**config.mk**
```make
export PLATFORM = sky130hd
export DESIGN_NAME = escaped_frame_deframer
export DESIGN_NICKNAME = d
export VERILOG_FILES = /design/src/rtl/efd_pkg.sv /design/src/rtl/efd_parser.sv /design/src/rtl/efd_out_fifo.sv /design/src/rtl/escaped_frame_deframer.sv
export SDC_FILE = /design/constraint.sdc
export NUM_CORES = 1
export LEC_CHECK = 0
export BUFFER_PORTS_ARGS = -buffer_cell sky130_fd_sc_hd__buf_2
export CAP_MARGIN = 20
export CELL_PAD_IN_SITES_DETAIL_PLACEMENT = 1
export CELL_PAD_IN_SITES_GLOBAL_PLACEMENT = 1
export CORE_MARGIN = 8
export CORE_UTILIZATION = 44
export DETAILED_ROUTE_END_ITERATION = 10
export PLACE_DENSITY_LB_ADDON = 0.1
export RECOVER_POWER = 100
export SKIP_LAST_GASP = 1
export SYNTH_ARGS = -nofsm -noshare
export SYNTH_HDL_FRONTEND = slang
export SYNTH_SLANG_ARGS = --single-unit
```
**constraint.sdc**
```tcl
create_clock -name clk -period 3 [get_ports clk]
set_input_delay 0.6 -clock clk [delete_from_list [all_inputs] [get_ports clk]]
set_output_delay 0.6 -clock clk [all_outputs]
set_load 0.05 [all_outputs]
```
**src/rtl/efd_pkg.sv**
```systemverilog
package efd_pkg;

  // Link symbols
  localparam logic [7:0] SYM_STX = 8'h02;
  localparam logic [7:0] SYM_ETX = 8'h03;
  localparam logic [7:0] SYM_ESC = 8'h10;
  localparam logic [7:0] SYM_ETB = 8'h17;

  // Result status codes
  localparam logic [2:0] ST_OK        = 3'd0;
  localparam logic [2:0] ST_BAD_HDR   = 3'd1;
  localparam logic [2:0] ST_BAD_ESC   = 3'd2;
  localparam logic [2:0] ST_BAD_FOOT  = 3'd3;
  localparam logic [2:0] ST_BAD_TERM  = 3'd4;
  localparam logic [2:0] ST_BAD_CHECK = 3'd5;

  // One result item
  typedef struct packed {
    logic        is_frame_end;
    logic [7:0]  payload_byte;
    logic        last_block;
    logic [15:0] frame_length;
    logic [2:0]  status;
  } result_t;

endpackage

```
**src/rtl/efd_parser.sv**
```systemverilog
module efd_parser
  import efd_pkg::*;
(
  input  logic       clk,
  input  logic       rst_n,
  input  logic       step_en,
  input  logic [7:0] rx_byte,
  output logic       res_vld,
  output result_t    res
);

  localparam logic [3:0] PH_HUNT_ESC   = 4'd0;
  localparam logic [3:0] PH_HUNT_STX   = 4'd1;
  localparam logic [3:0] PH_HDR_A      = 4'd2;
  localparam logic [3:0] PH_HDR_B      = 4'd3;
  localparam logic [3:0] PH_LEN_LO     = 4'd4;
  localparam logic [3:0] PH_LEN_HI     = 4'd5;
  localparam logic [3:0] PH_PAYLOAD    = 4'd6;
  localparam logic [3:0] PH_FOOT_ESC   = 4'd7;
  localparam logic [3:0] PH_FOOT_TERM  = 4'd8;
  localparam logic [3:0] PH_FOOT_CHECK = 4'd9;

  logic [3:0]  phase_r, phase_nxt;
  logic [15:0] remaining_r, remaining_nxt;
  logic [15:0] length_r, length_nxt;
  logic [7:0]  check_r, check_nxt;
  logic        esc_pend_r, esc_pend_nxt;
  logic        term_kind_r, term_kind_nxt;
  logic        clear;
  logic        emit_vld;

  // Decode one byte against the current frame phase
  always_comb begin
    phase_nxt          = phase_r;
    remaining_nxt      = remaining_r;
    length_nxt         = length_r;
    check_nxt          = check_r;
    esc_pend_nxt       = esc_pend_r;
    term_kind_nxt      = term_kind_r;
    clear              = 1'b0;
    emit_vld           = 1'b0;
    res.is_frame_end   = 1'b1;
    res.payload_byte   = 8'h00;
    res.last_block     = 1'b0;
    res.frame_length   = length_r;
    res.status         = ST_OK;
    unique case (phase_r)
      PH_HUNT_ESC: begin
        if (rx_byte != SYM_ESC) begin
          emit_vld   = 1'b1;
          res.status = ST_BAD_HDR;
          clear      = 1'b1;
        end else begin
          phase_nxt = PH_HUNT_STX;
        end
      end
      PH_HUNT_STX: begin
        if (rx_byte != SYM_STX) begin
          emit_vld   = 1'b1;
          res.status = ST_BAD_HDR;
          clear      = 1'b1;
        end else begin
          phase_nxt = PH_HDR_A;
        end
      end
      PH_HDR_A: begin
        check_nxt = check_r ^ rx_byte;
        phase_nxt = PH_HDR_B;
      end
      PH_HDR_B: begin
        check_nxt = check_r ^ rx_byte;
        phase_nxt = PH_LEN_LO;
      end
      PH_LEN_LO: begin
        check_nxt  = check_r ^ rx_byte;
        length_nxt = {8'h00, rx_byte};
        phase_nxt  = PH_LEN_HI;
      end
      PH_LEN_HI: begin
        check_nxt     = check_r ^ rx_byte;
        length_nxt    = {rx_byte, length_r[7:0]};
        remaining_nxt = {rx_byte, length_r[7:0]};
        phase_nxt     = ({rx_byte, length_r[7:0]} == 16'h0000) ? PH_FOOT_ESC : PH_PAYLOAD;
      end
      PH_PAYLOAD: begin
        if (esc_pend_r && rx_byte != SYM_ESC) begin
          emit_vld   = 1'b1;
          res.status = ST_BAD_ESC;
          clear      = 1'b1;
        end else if (!esc_pend_r && rx_byte == SYM_ESC) begin
          esc_pend_nxt = 1'b1;
        end else begin
          // Emit one unescaped payload byte
          emit_vld         = 1'b1;
          esc_pend_nxt     = 1'b0;
          res.is_frame_end = 1'b0;
          res.payload_byte = rx_byte;
          check_nxt        = check_r ^ rx_byte;
          remaining_nxt    = remaining_r - 16'd1;
          if (remaining_r == 16'd1) begin
            phase_nxt = PH_FOOT_ESC;
          end
        end
      end
      PH_FOOT_ESC: begin
        if (rx_byte != SYM_ESC) begin
          emit_vld   = 1'b1;
          res.status = ST_BAD_FOOT;
          clear      = 1'b1;
        end else begin
          phase_nxt = PH_FOOT_TERM;
        end
      end
      PH_FOOT_TERM: begin
        if (rx_byte == SYM_ETX || rx_byte == SYM_ETB) begin
          term_kind_nxt = (rx_byte == SYM_ETX);
          check_nxt     = check_r ^ rx_byte;
          phase_nxt     = PH_FOOT_CHECK;
        end else begin
          emit_vld   = 1'b1;
          res.status = ST_BAD_TERM;
          clear      = 1'b1;
        end
      end
      PH_FOOT_CHECK: begin
        emit_vld       = 1'b1;
        res.last_block = term_kind_r;
        res.status     = (rx_byte == check_r) ? ST_OK : ST_BAD_CHECK;
        clear          = 1'b1;
      end
      default: begin
        clear = 1'b1;
      end
    endcase
    // Drop all frame state after an end or error
    if (clear) begin
      phase_nxt     = PH_HUNT_ESC;
      remaining_nxt = 16'h0000;
      length_nxt    = 16'h0000;
      check_nxt     = 8'h00;
      esc_pend_nxt  = 1'b0;
      term_kind_nxt = 1'b0;
    end
  end

  assign res_vld = step_en && emit_vld;

  // Advance frame state on each processed byte
  always_ff @(posedge clk) begin
    if (!rst_n) begin
      phase_r     <= PH_HUNT_ESC;
      remaining_r <= 16'h0000;
      length_r    <= 16'h0000;
      check_r     <= 8'h00;
      esc_pend_r  <= 1'b0;
      term_kind_r <= 1'b0;
    end else if (step_en) begin
      phase_r     <= phase_nxt;
      remaining_r <= remaining_nxt;
      length_r    <= length_nxt;
      check_r     <= check_nxt;
      esc_pend_r  <= esc_pend_nxt;
      term_kind_r <= term_kind_nxt;
    end
  end

  a_end_rehunts: assert property (@(posedge clk) disable iff (!rst_n)
    res_vld && res.is_frame_end |=> phase_r == PH_HUNT_ESC && check_r == 8'h00)
    else $error("frame state not cleared after end result");

  a_payload_in_body: assert property (@(posedge clk) disable iff (!rst_n)
    res_vld && !res.is_frame_end |-> phase_r == PH_PAYLOAD)
    else $error("payload result outside payload phase");

  a_body_has_bytes: assert property (@(posedge clk) disable iff (!rst_n)
    phase_r == PH_PAYLOAD |-> remaining_r != 16'h0000)
    else $error("payload phase with no bytes left");

endmodule

```
**src/rtl/efd_out_fifo.sv**
```systemverilog
module efd_out_fifo
  import efd_pkg::*;
(
  input  logic    clk,
  input  logic    rst_n,
  input  logic    push,
  input  result_t push_data,
  output logic    has_room,
  output logic    out_valid,
  input  logic    out_stall,
  output result_t out_data
);

  result_t    mem_r [2];
  logic       wr_ptr_r;
  logic       rd_ptr_r;
  logic [1:0] cnt_r;
  logic       pop;

  assign has_room  = (cnt_r != 2'd2);
  assign out_valid = (cnt_r != 2'd0);
  assign pop       = out_valid && !out_stall;
  assign out_data  = mem_r[rd_ptr_r];

  // Hold results until the receiver takes them
  always_ff @(posedge clk) begin
    if (push) begin
      mem_r[wr_ptr_r] <= push_data;
    end
  end

  always_ff @(posedge clk) begin
    if (!rst_n) begin
      wr_ptr_r <= 1'b0;
      rd_ptr_r <= 1'b0;
      cnt_r    <= 2'd0;
    end else begin
      if (push) begin
        wr_ptr_r <= !wr_ptr_r;
      end
      if (pop) begin
        rd_ptr_r <= !rd_ptr_r;
      end
      cnt_r <= cnt_r + {1'b0, push} - {1'b0, pop};
    end
  end

endmodule

```
**src/rtl/escaped_frame_deframer.sv**
```systemverilog
// Escaped-frame deframer: parses ESC STX framed link traffic one byte per cycle unless stalled.
// Input channel: in_valid / in_stall with in_rx_byte; a byte transfers at a
// rising edge where in_valid is high and in_stall is low.
// Output channel: out_valid / out_stall with one result per transfer: a payload
// byte (out_is_frame_end = 0) or an end-of-frame / error result carrying
// out_status, out_last_block and out_frame_length.
// Throughput: one byte per cycle while the result buffer has room, set by the frame parser.
// A transferred byte is held in the input register, then the parser writes its result
// into the two-entry result buffer, from which it is offered.
// Bytes without a result (header, escapes, footer) still take a parser step each.
// Reset (rst_n low, synchronous) empties both stages and puts the parser back
// to hunting for ESC STX.
// When the receiver stalls, up to two results wait in the buffer while one more
// byte sits in the input register; in_stall rises only once all are full.
module escaped_frame_deframer
  import efd_pkg::*;
(
  input  logic        clk,
  input  logic        rst_n,
  input  logic        in_valid,
  output logic        in_stall,
  input  logic [7:0]  in_rx_byte,
  output logic        out_valid,
  input  logic        out_stall,
  output logic        out_is_frame_end,
  output logic [7:0]  out_payload_byte,
  output logic        out_last_block,
  output logic [15:0] out_frame_length,
  output logic [2:0]  out_status
);

  logic       in_vld_r;
  logic [7:0] in_byte_r;
  logic       has_room;
  logic       step_en;
  logic       res_vld;
  result_t    res;
  result_t    out_data;

  assign step_en  = in_vld_r && has_room;
  assign in_stall = in_vld_r && !has_room;

  // Capture each input transfer
  always_ff @(posedge clk) begin
    if (!rst_n) begin
      in_vld_r <= 1'b0;
    end else if (!in_stall) begin
      in_vld_r <= in_valid;
    end
  end

  always_ff @(posedge clk) begin
    if (!in_stall && in_valid) begin
      in_byte_r <= in_rx_byte;
    end
  end

  efd_parser u_parser (
    .clk     (clk),
    .rst_n   (rst_n),
    .step_en (step_en),
    .rx_byte (in_byte_r),
    .res_vld (res_vld),
    .res     (res)
  );

  efd_out_fifo u_out_fifo (
    .clk       (clk),
    .rst_n     (rst_n),
    .push      (res_vld),
    .push_data (res),
    .has_room  (has_room),
    .out_valid (out_valid),
    .out_stall (out_stall),
    .out_data  (out_data)
  );

  assign out_is_frame_end = out_data.is_frame_end;
  assign out_payload_byte = out_data.payload_byte;
  assign out_last_block   = out_data.last_block;
  assign out_frame_length = out_data.frame_length;
  assign out_status       = out_data.status;

endmodule

```
==> results.yml, run 1 <==
global_route:
  grt_pass1_wl_um: 26500
  use_met3: 0.04726
  antenna_found_initial: 0
  grt.met2_usage: 0.3024
  grt_pass1_vias: 4658
  busiest_layer: "met2"
  grt_max_degree: 32
  grt_overflow_total: 0
  use_met1: 0.2491
  gr-usage-all-layers: 0.1930
power:
  clkPwrFrac: 0.428
  power.total_mw: 4.816
  seq_power_share: 0.381
  p_leak_nw: 2.513
  irDropWorstVdd_v: 0.0002635
  p_int_mw: 3.315
  combPwrFrac: 0.191
  switching_share: 0.3116
  power.switching_mw: 1.501
  p_per_area_mw_per_mm2: 700.5
cts:
  clock-sinks: 118
  cts.clk_slew.worst_paths_ns: 0.06
  root_buffer: "clkbuf_16"
  insertion_delay_ns: 0.42
  cts.repair.resized: 0
  postCtsHoldBufs: 0
  cts_tree: "done"
  clockBufferDepth: 2
  cts.htree.levels: 4
  cts_buffers: 17
  postCtsSetupBuffers: 0
logic_synthesis:
  ys.flop_type: "edfxtp_1"
  ys_seq_area_frac: 0.5127
  yosysWarningCount: 0
  ys_seq_elements: 118
  synthCells: 526
  synth_cell_types: 71
  avgSynthCellArea_um2: 11.21
  synthArstFlopShare: 0
  synth_edf_count: 66
  synth_area_mm2: 0.005896
  synth_nets: 545
place:
  dp_hpwl_um: 11310
  placed_cell_area_mm2: 0.006337
  gp_congestion: 0.8868
  io_buffers: 42
  dp.cells: 736
  dp_slack_ns: 0.3293
drt:
  wire_per_inst_um: 21.15
  first_iter_violations: 237
  drc: 0
  via_per_inst: 5.824
  num_vias: 4473
  ant_nets: 0
  dr.pass1.iters: 4
  wl_um: 16250
floorplanning:
  dieHeight_um: 131.8
  die_x_um: 131.8
  start_util: 0.4470
  fp.coreArea_mm2: 0.01319
  row_count: 42
  dieArea_mm2: 0.01736
  boundaryPins: 43
timing:
  skew_ns: 0.008428
  setup_viol: 0
  worst_slack_ns: 0.2651
  relSlewSlack: -0.008040
  totalNegativeSetupSlack_ns: 0
  worstMarginPinSlew_ns: 1.512
  period_share: 0.9116
  grt_setup_unrepaired: "false"
  finalHoldViolations: 0
  drv_slew: 32
  max_freq_mhz: 365.6
  period_minus_slack_ns: 2.735
finish:
  fill_cells: 1428
  syn_to_final_growth_pct: 16.60
  fin_nets: 598
  design_area_mm2: 0.006874
  drive_gt1_frac: 0.2500
  final_cell_count_no_fill: 768
  diodes: 0
critical_path:
  worstPathMaxFanout: 7
  end_kind: "flop"
  cp.required_ns: 3.31
  arrival_ns: 3.04
  cp-start-kind: "flop"
  worst-setup-path-type: "flop to flop"
  r2r_slack_ns: 0.27
min_path:
  min_path_type: "input pin to flop"
outcome:
  violations: "capacitance limit, slew limit"
  status: "complete, but fails checks"
run:
  maxCapViolCount: 1
[state kept, by name (all words and copies together), names as in the netlist, named ones only]
| name | flops |
|---|---|
| u_parser.check_r | 8 |
| u_out_fifo.cnt_r | 2 |
| in_byte_r | 8 |
| u_parser.phase_r | 4 |
| u_out_fifo.mem_r | 58 |
| u_parser.term_kind_r | 1 |
| u_parser.esc_pend_r | 1 |
| u_out_fifo.wr_ptr_r | 1 |
| u_parser.length_r | 16 |
| u_out_fifo.rd_ptr_r | 1 |
| in_vld_r | 1 |
| u_parser.remaining_r | 16 |
[power by group through the flow]
stage          clock network (mW)  registers [mW]  logic, mW
2_1_floorplan                   0            1.84      0.743
3_3_place_gp                    0            1.86      0.940
3_5_place_dp                    0            1.87      0.946
4_1_cts                      2.10            1.83      0.952
5_1_grt                      2.16            1.84      0.977
6_report                     2.06            1.83      0.920
[cell type report]
cell class / count / area (um^2) / share of cell area
inverters: 9 / 33.78 / 0.004914
well taps: 176 / 220.2 / 0.03203
clock buffers: 18 / 439.2 / 0.06389
clock inverters: 14 / 162.7 / 0.02366
flip-flops and latches: 118 / 3023 / 0.4398
repair buffers: 78 / 440.4 / 0.06407
multi-input cells: 355 / 2555 / 0.3717
[through the flow]
step           hold WS (ns)  utilization
4_1_cts              0.3343       0.5261
6_report             0.3557       0.5212
3_5_place_dp         0.4813       0.4805
2_1_floorplan        0.4469            -
5_1_grt              0.3412       0.5212
3_3_place_gp         0.4674       0.4805
[worst max-delay path, cell delays in order, from the launching register on]
cell	delay [ns]
edfxtp_1	0.49
nor4_1	0.27
and4b_1	0.31
ha_1	0.18
a2bb2oi_1	0.30
a21o_1	0.26
ha_1	0.25
inv_1	0.06
ha_1	0.15
xnor2_1	0.13
xnor2_1	0.09
and2_0	0.15
[path summary, 6_finish.rpt]
check,from,to,cells past startpoint
worst max register to register,in_byte_r[2],u_out_fifo.cnt_r[1],11
worst min-delay path,in_rx_byte[5],in_byte_r[5],1
worst min register to register,u_parser.length_r[10],u_out_fifo.mem_r[0][13],0
worst max-delay path,in_byte_r[2],u_out_fifo.cnt_r[1],11
[layer usage]
layer,vias up,part of all wire
met5,-,0
met3,27,0.039
li1,2111,-
met1,2251,0.47
met4,0,0.022
met2,84,0.47
[cells in the mapped netlist (5+ instances only)]
cell type / count / area share
o211ai_1: 5 / 0.0064
buf_6: 5 / 0.0095
edfxtp_1: 66 / 0.34
inv_1: 9 / 0.0057
o21ai_0: 24 / 0.020
and2_1: 14 / 0.015
buf_2: 6 / 0.0051
xnor2_1: 16 / 0.024
ha_1: 7 / 0.015
nand4_1: 9 / 0.0095
clkbuf_8: 6 / 0.014
clkbuf_1: 20 / 0.013
dfxtp_1: 52 / 0.18
nand3_1: 23 / 0.020
nand2_1: 42 / 0.027
nor4_1: 13 / 0.014
mux2i_1: 8 / 0.014
a21oi_1: 18 / 0.015
a32oi_1: 8 / 0.012
a32o_1: 18 / 0.031
nor2b_1: 13 / 0.014
mux2_2: 29 / 0.055
nor2_1: 23 / 0.015
nor3_1: 6 / 0.0051
[cells in the final DEF (no fill, tap or decap), types with 6 or more instances in the layout]
master     count
buf_4         26
a21oi_1       18
mux2_2        27
dfxtp_1       52
edfxtp_1      66
nand3_1       23
a32oi_1        8
nand2_1       42
clkbuf_1      12
nor4_1        13
inv_6          6
nor3_1         6
and2_0        10
nand4_1        9
mux2i_1        8
buf_2         14
clkbuf_2      26
nor2_1        21
xnor2_1       16
clkbuf_16     17
o21ai_0       24
a32o_1        18
ha_1           7
inv_1          9
nor2b_1       13
[kinds of logic after synthesis]
group | after synthesis | share of synthesized area
XOR/XNOR | 16 | 0.02377
AND/OR/NAND/NOR | 177 | 0.1664
flip-flops | 118 | 0.5127
adder cells (fa/ha/maj) | 7 | 0.01486
multiplexers | 37 | 0.06897
buffers and inverters | 53 | 0.05475
AO/OA/AOI/OAI | 118 | 0.1585
(Power assumes the default switching activity.)
==> run 2, diff against run 1 <==
- PLACE_DENSITY_LB_ADDON: 0.1 -> 0.12
==> results.yml, run 2 (synthesis results as in run 1) <==
floorplanning:
  die_x_um: 131.8
  boundaryPins: 43
  row_count: 42
  fp.coreArea_mm2: 0.01319
  dieHeight_um: 131.8
  dieArea_mm2: 0.01736
  start_util: 0.4470
critical_path:
  max_stage_delay_ns: 0.91
  path_cells: "nor4_1, and4b_1, inv_1, ha_1, buf_4, nor2_1, a2111oi_0, buf_4"
  cp-start-kind: "flop"
  worstPathMaxFanout: 8
  arrival_ns: 3.07
  cp_slowest_cell: "a2111oi_0"
  crit_top_cell: "buf_4"
  r2r_slack_ns: 0.22
  end_kind: "flop"
  worst-setup-path-type: "flop to flop"
  cp.required_ns: 3.29
drt:
  wl_um: 15920
  wire_per_inst_um: 20.78
  via_per_inst: 5.802
  dr.pass1.iters: 5
  drc: 0
  num_vias: 4444
  ant_nets: 0
  first_iter_violations: 239
outcome:
  status: "finished, final reports clean"
timing:
  max_freq_mhz: 359.2
  hold_ws_ns: 0.3538
  totalNegativeSetupSlack_ns: 0
  finalHoldViolations: 0
  period_minus_slack_ns: 2.784
  setup_viol: 0
  drv_slew: 0
  worst_slack_ns: 0.2160
  worstMarginPinSlew_ns: 1.236
  relSlewSlack: 0.1759
  period_share: 0.9280
  skew_ns: 0.004903
  grt_setup_unrepaired: "false"
power:
  power.total_mw: 4.967
  p_leak_nw: 2.523
  irDropWorstVdd_v: 0.0003743
  p_per_area_mw_per_mm2: 721.4
place:
  dp_hpwl_um: 10790
  dp_slack_ns: 0.2583
  gp_congestion: 0.9145
  io_buffers: 42
cts:
  postCtsSetupBuffers: 0
  cts.repair.resized: 0
  root_buffer: "clkbuf_16"
  postCtsHoldBufs: 0
  cts_buffers: 17
  cts.htree.levels: 4
  cts.clk_slew.worst_paths_ns: 0.05
  clock-sinks: 118
  cts_tree: "done"
  insertion_delay_ns: 0.42
  clockBufferDepth: 2
global_route:
  grt_pass1_vias: 4625
  grt_overflow_total: 0
  grt_pass1_wl_um: 25830
  gr-usage-all-layers: 0.1888
  antenna_found_initial: 0
  grt_max_degree: 53
finish:
  syn_to_final_growth_pct: 16.77
  largest_register: "u_out_fifo.mem_r"
  reg_top3: "u_out_fifo.mem_r: 58 flops, u_parser.length_r: 16 flops, u_parser.remaining_r: 16 flops"
  largest_reg_flops: 58
  utilization: 0.5219
  diodes: 0
  layout_commonest_cell: "edfxtp_1"
  drive_gt1_frac: 0.2424
  fin_nets: 596
  fill_cells: 1434
  final_cell_mix: "edfxtp_1, dfxtp_1, nand2_1"
run:
  maxCapViolCount: 0
min_path:
  min_path_type: "input pin to flop"
==> run 2: path summary, 6_finish.rpt <==
path / from / end / cells after the start
max: in_byte_r[0] / u_out_fifo.mem_r[1][1] / 8
min: in_rx_byte[1] / in_byte_r[1] / 1
max reg2reg: in_byte_r[0] / u_out_fifo.mem_r[1][1] / 8
min reg2reg: u_parser.term_kind_r / u_parser.term_kind_r / 2
==> run 2: cell type report <==
class | instances | area (um^2) | area share
Timing Repair Buffer | 76 | 430.4 | 0.06252
Clock buffer | 18 | 439.2 | 0.06379
Inverter | 9 | 33.78 | 0.004907
Sequential cell | 118 | 3023 | 0.4391
Tap cell | 176 | 220.2 | 0.03199
Multi-Input combinational cell | 355 | 2535 | 0.3682
Clock inverter | 14 | 202.7 | 0.02944
==> run 2: power by group <==
part | switching [mW] | leakage [nW] | internal (mW)
Clock | 0.735 | 0.307 | 1.48
Combinational | 0.658 | 1.19 | 0.259
Sequential | 0.0382 | 1.02 | 1.79
==> run 2: stage by stage <==
stage / area (um^2) / instances
finish: 6884 / 766
global route: 6884 / 766
CTS: 6964 / 766
detailed placement: 6322 / 734
global placement: 6322 / 734
floorplan: 5896 / 526
==> run 2: critical path, delay by kind of cell (launching register included) <==
kind                     cells  cell delay, ns
AO/OA/AOI/OAI                1            0.91
adder cells (fa/ha/maj)      1            0.22
buffers and inverters        3            0.60
AND/OR/NAND/NOR              3            0.39
flip-flops                   1            0.52
==> run 2: per-layer routing <==
layer  wire length, um  vias up  GRT usage
met4               225        0    0.05999
met1              7289     2220     0.2456
met3               780       20    0.05373
li1                  -     2100          -
met5                 0        -          0
met2              7622      104     0.2970
==> run 3, diff against run 2 <==
--- a/constraint.sdc
+++ b/constraint.sdc
@@ -3,2 +3,2 @@
 set_output_delay 0.6 -clock clk [all_outputs]
-set_load 0.05 [all_outputs]
+set_load 0.1 [all_outputs]
==> results.yml, run 3 (synthesis results as in run 1) <==
critical_path:
  worstPathMaxFanout: 7
  worst-setup-path-type: "flop to flop"
  cp.required_ns: 3.29
  cp-start-kind: "flop"
  end_kind: "flop"
  arrival_ns: 3.07
finish:
  final_cell_mix: "edfxtp_1, dfxtp_1, nand2_1"
  final_cell_count_no_fill: 766
  largest_reg_flops: 58
  fin_nets: 596
  layout_commonest_cell: "edfxtp_1"
  drive_gt1_frac: 0.2525
  largest_register: "u_out_fifo.mem_r"
  reg_top3: "u_out_fifo.mem_r: 58 flops, u_parser.length_r: 16 flops, u_parser.remaining_r: 16 flops"
  syn_to_final_growth_pct: 16.89
  diodes: 0
timing:
  grt_setup_unrepaired: "false"
  totalNegativeSetupSlack_ns: 0
  drv_slew: 0
  worstMarginPinSlew_ns: 1.245
  skew_ns: 0.004910
  setup_viol: 0
  relSlewSlack: 0.1698
  period_share: 0.9256
  max_freq_mhz: 360.1
  finalHoldViolations: 0
  period_minus_slack_ns: 2.777
  worst_slack_ns: 0.2231
place:
  dp_hpwl_um: 10790
  gp_congestion: 0.9145
  dp_slack_ns: 0.2583
  io_buffers: 42
  dp.cells: 734
power:
  power.total_mw: 5.358
  p_leak_nw: 2.542
  irDropWorstVdd_v: 0.0004527
  p_per_area_mw_per_mm2: 777.4
drt:
  dr.pass1.iters: 4
  via_per_inst: 5.796
  ant_nets: 0
  wire_per_inst_um: 20.79
  first_iter_violations: 239
  routed-wl-met3_um: 795
  wl_um: 15930
  num_vias: 4440
  maxUsedRoutingLayer: "met4"
  wl_met1_um: 7288
  dr_wl_met2_um: 7618
  drc: 0
floorplanning:
  fp.coreArea_mm2: 0.01319
  boundaryPins: 43
  row_count: 42
  start_util: 0.4470
  die_x_um: 131.8
  dieArea_mm2: 0.01736
  dieHeight_um: 131.8
global_route:
  grt_pass1_wl_um: 25830
  antenna_found_initial: 0
  grt_overflow_total: 0
  grt_max_degree: 53
  grt_pass1_vias: 4625
  gr-usage-all-layers: 0.1888
cts:
  cts.repair.resized: 0
  clockBufferDepth: 2
  cts.htree.levels: 4
  insertion_delay_ns: 0.42
  cts_tree: "done"
  postCtsHoldBufs: 0
  cts.clk_slew.worst_paths_ns: 0.05
  cts_buffers: 17
  postCtsSetupBuffers: 0
  root_buffer: "clkbuf_16"
  clock-sinks: 118
run:
  maxCapViolCount: 0
min_path:
  min_path_type: "input pin to flop"
outcome:
  status: "finished, final reports clean"
run 3: metrics by stage:
stage          cell area [um^2]  utilization  hold slack [ns]
2_1_floorplan              5896            -           0.4469
3_3_place_gp               6322       0.4793           0.4641
3_5_place_dp               6322       0.4793           0.4800
4_1_cts                    6964       0.5280           0.3343
5_1_grt                    6892       0.5225           0.3327
6_report                   6892       0.5225           0.3539
run 3: worst paths after layout:
path	startpoint	end	slack, ns	cells past startpoint
max	in_byte_r[3]	u_out_fifo.mem_r[1][1]	0.22	8
min	in_rx_byte[1]	in_byte_r[1]	0.35	1
max reg2reg	in_byte_r[3]	u_out_fifo.mem_r[1][1]	0.22	8
min reg2reg	u_parser.term_kind_r	u_parser.term_kind_r	0.49	2
run 3: where the power goes:
part | internal, mW | switching [mW] | total (mW) | leakage [nW]
clock | 1.48 | 0.735 | 2.22 | 0.307
sequential | 1.79 | 0.0382 | 1.83 | 1.02
combinational | 0.262 | 1.05 | 1.31 | 1.21
run 3: final cells by class:
type,count,area (um^2)
inverters,9,33.78
clock inverters,14,202.7
well taps,176,220.2
multi-input cells,355,2535
repair buffers,76,437.9
fillers,1434,6299
flip-flops and latches,118,3023
clock buffers,18,439.2
run 3: worst max-delay path, stage by stage, from the launching register on:
cell and delay [ns]:
edfxtp_1 0.50, nor4_1 0.11, and4b_1 0.27, inv_1 0.22
ha_1 0.22, buf_4 0.14, nor2_1 0.04, a2111oi_0 0.90
buf_4 0.24
run 3: layer usage:
metal,vias to the layer above,track usage
li1,2100,-
met1,2217,0.2456
met2,103,0.2970
met3,20,0.05373
met4,0,0.05999
met5,-,0
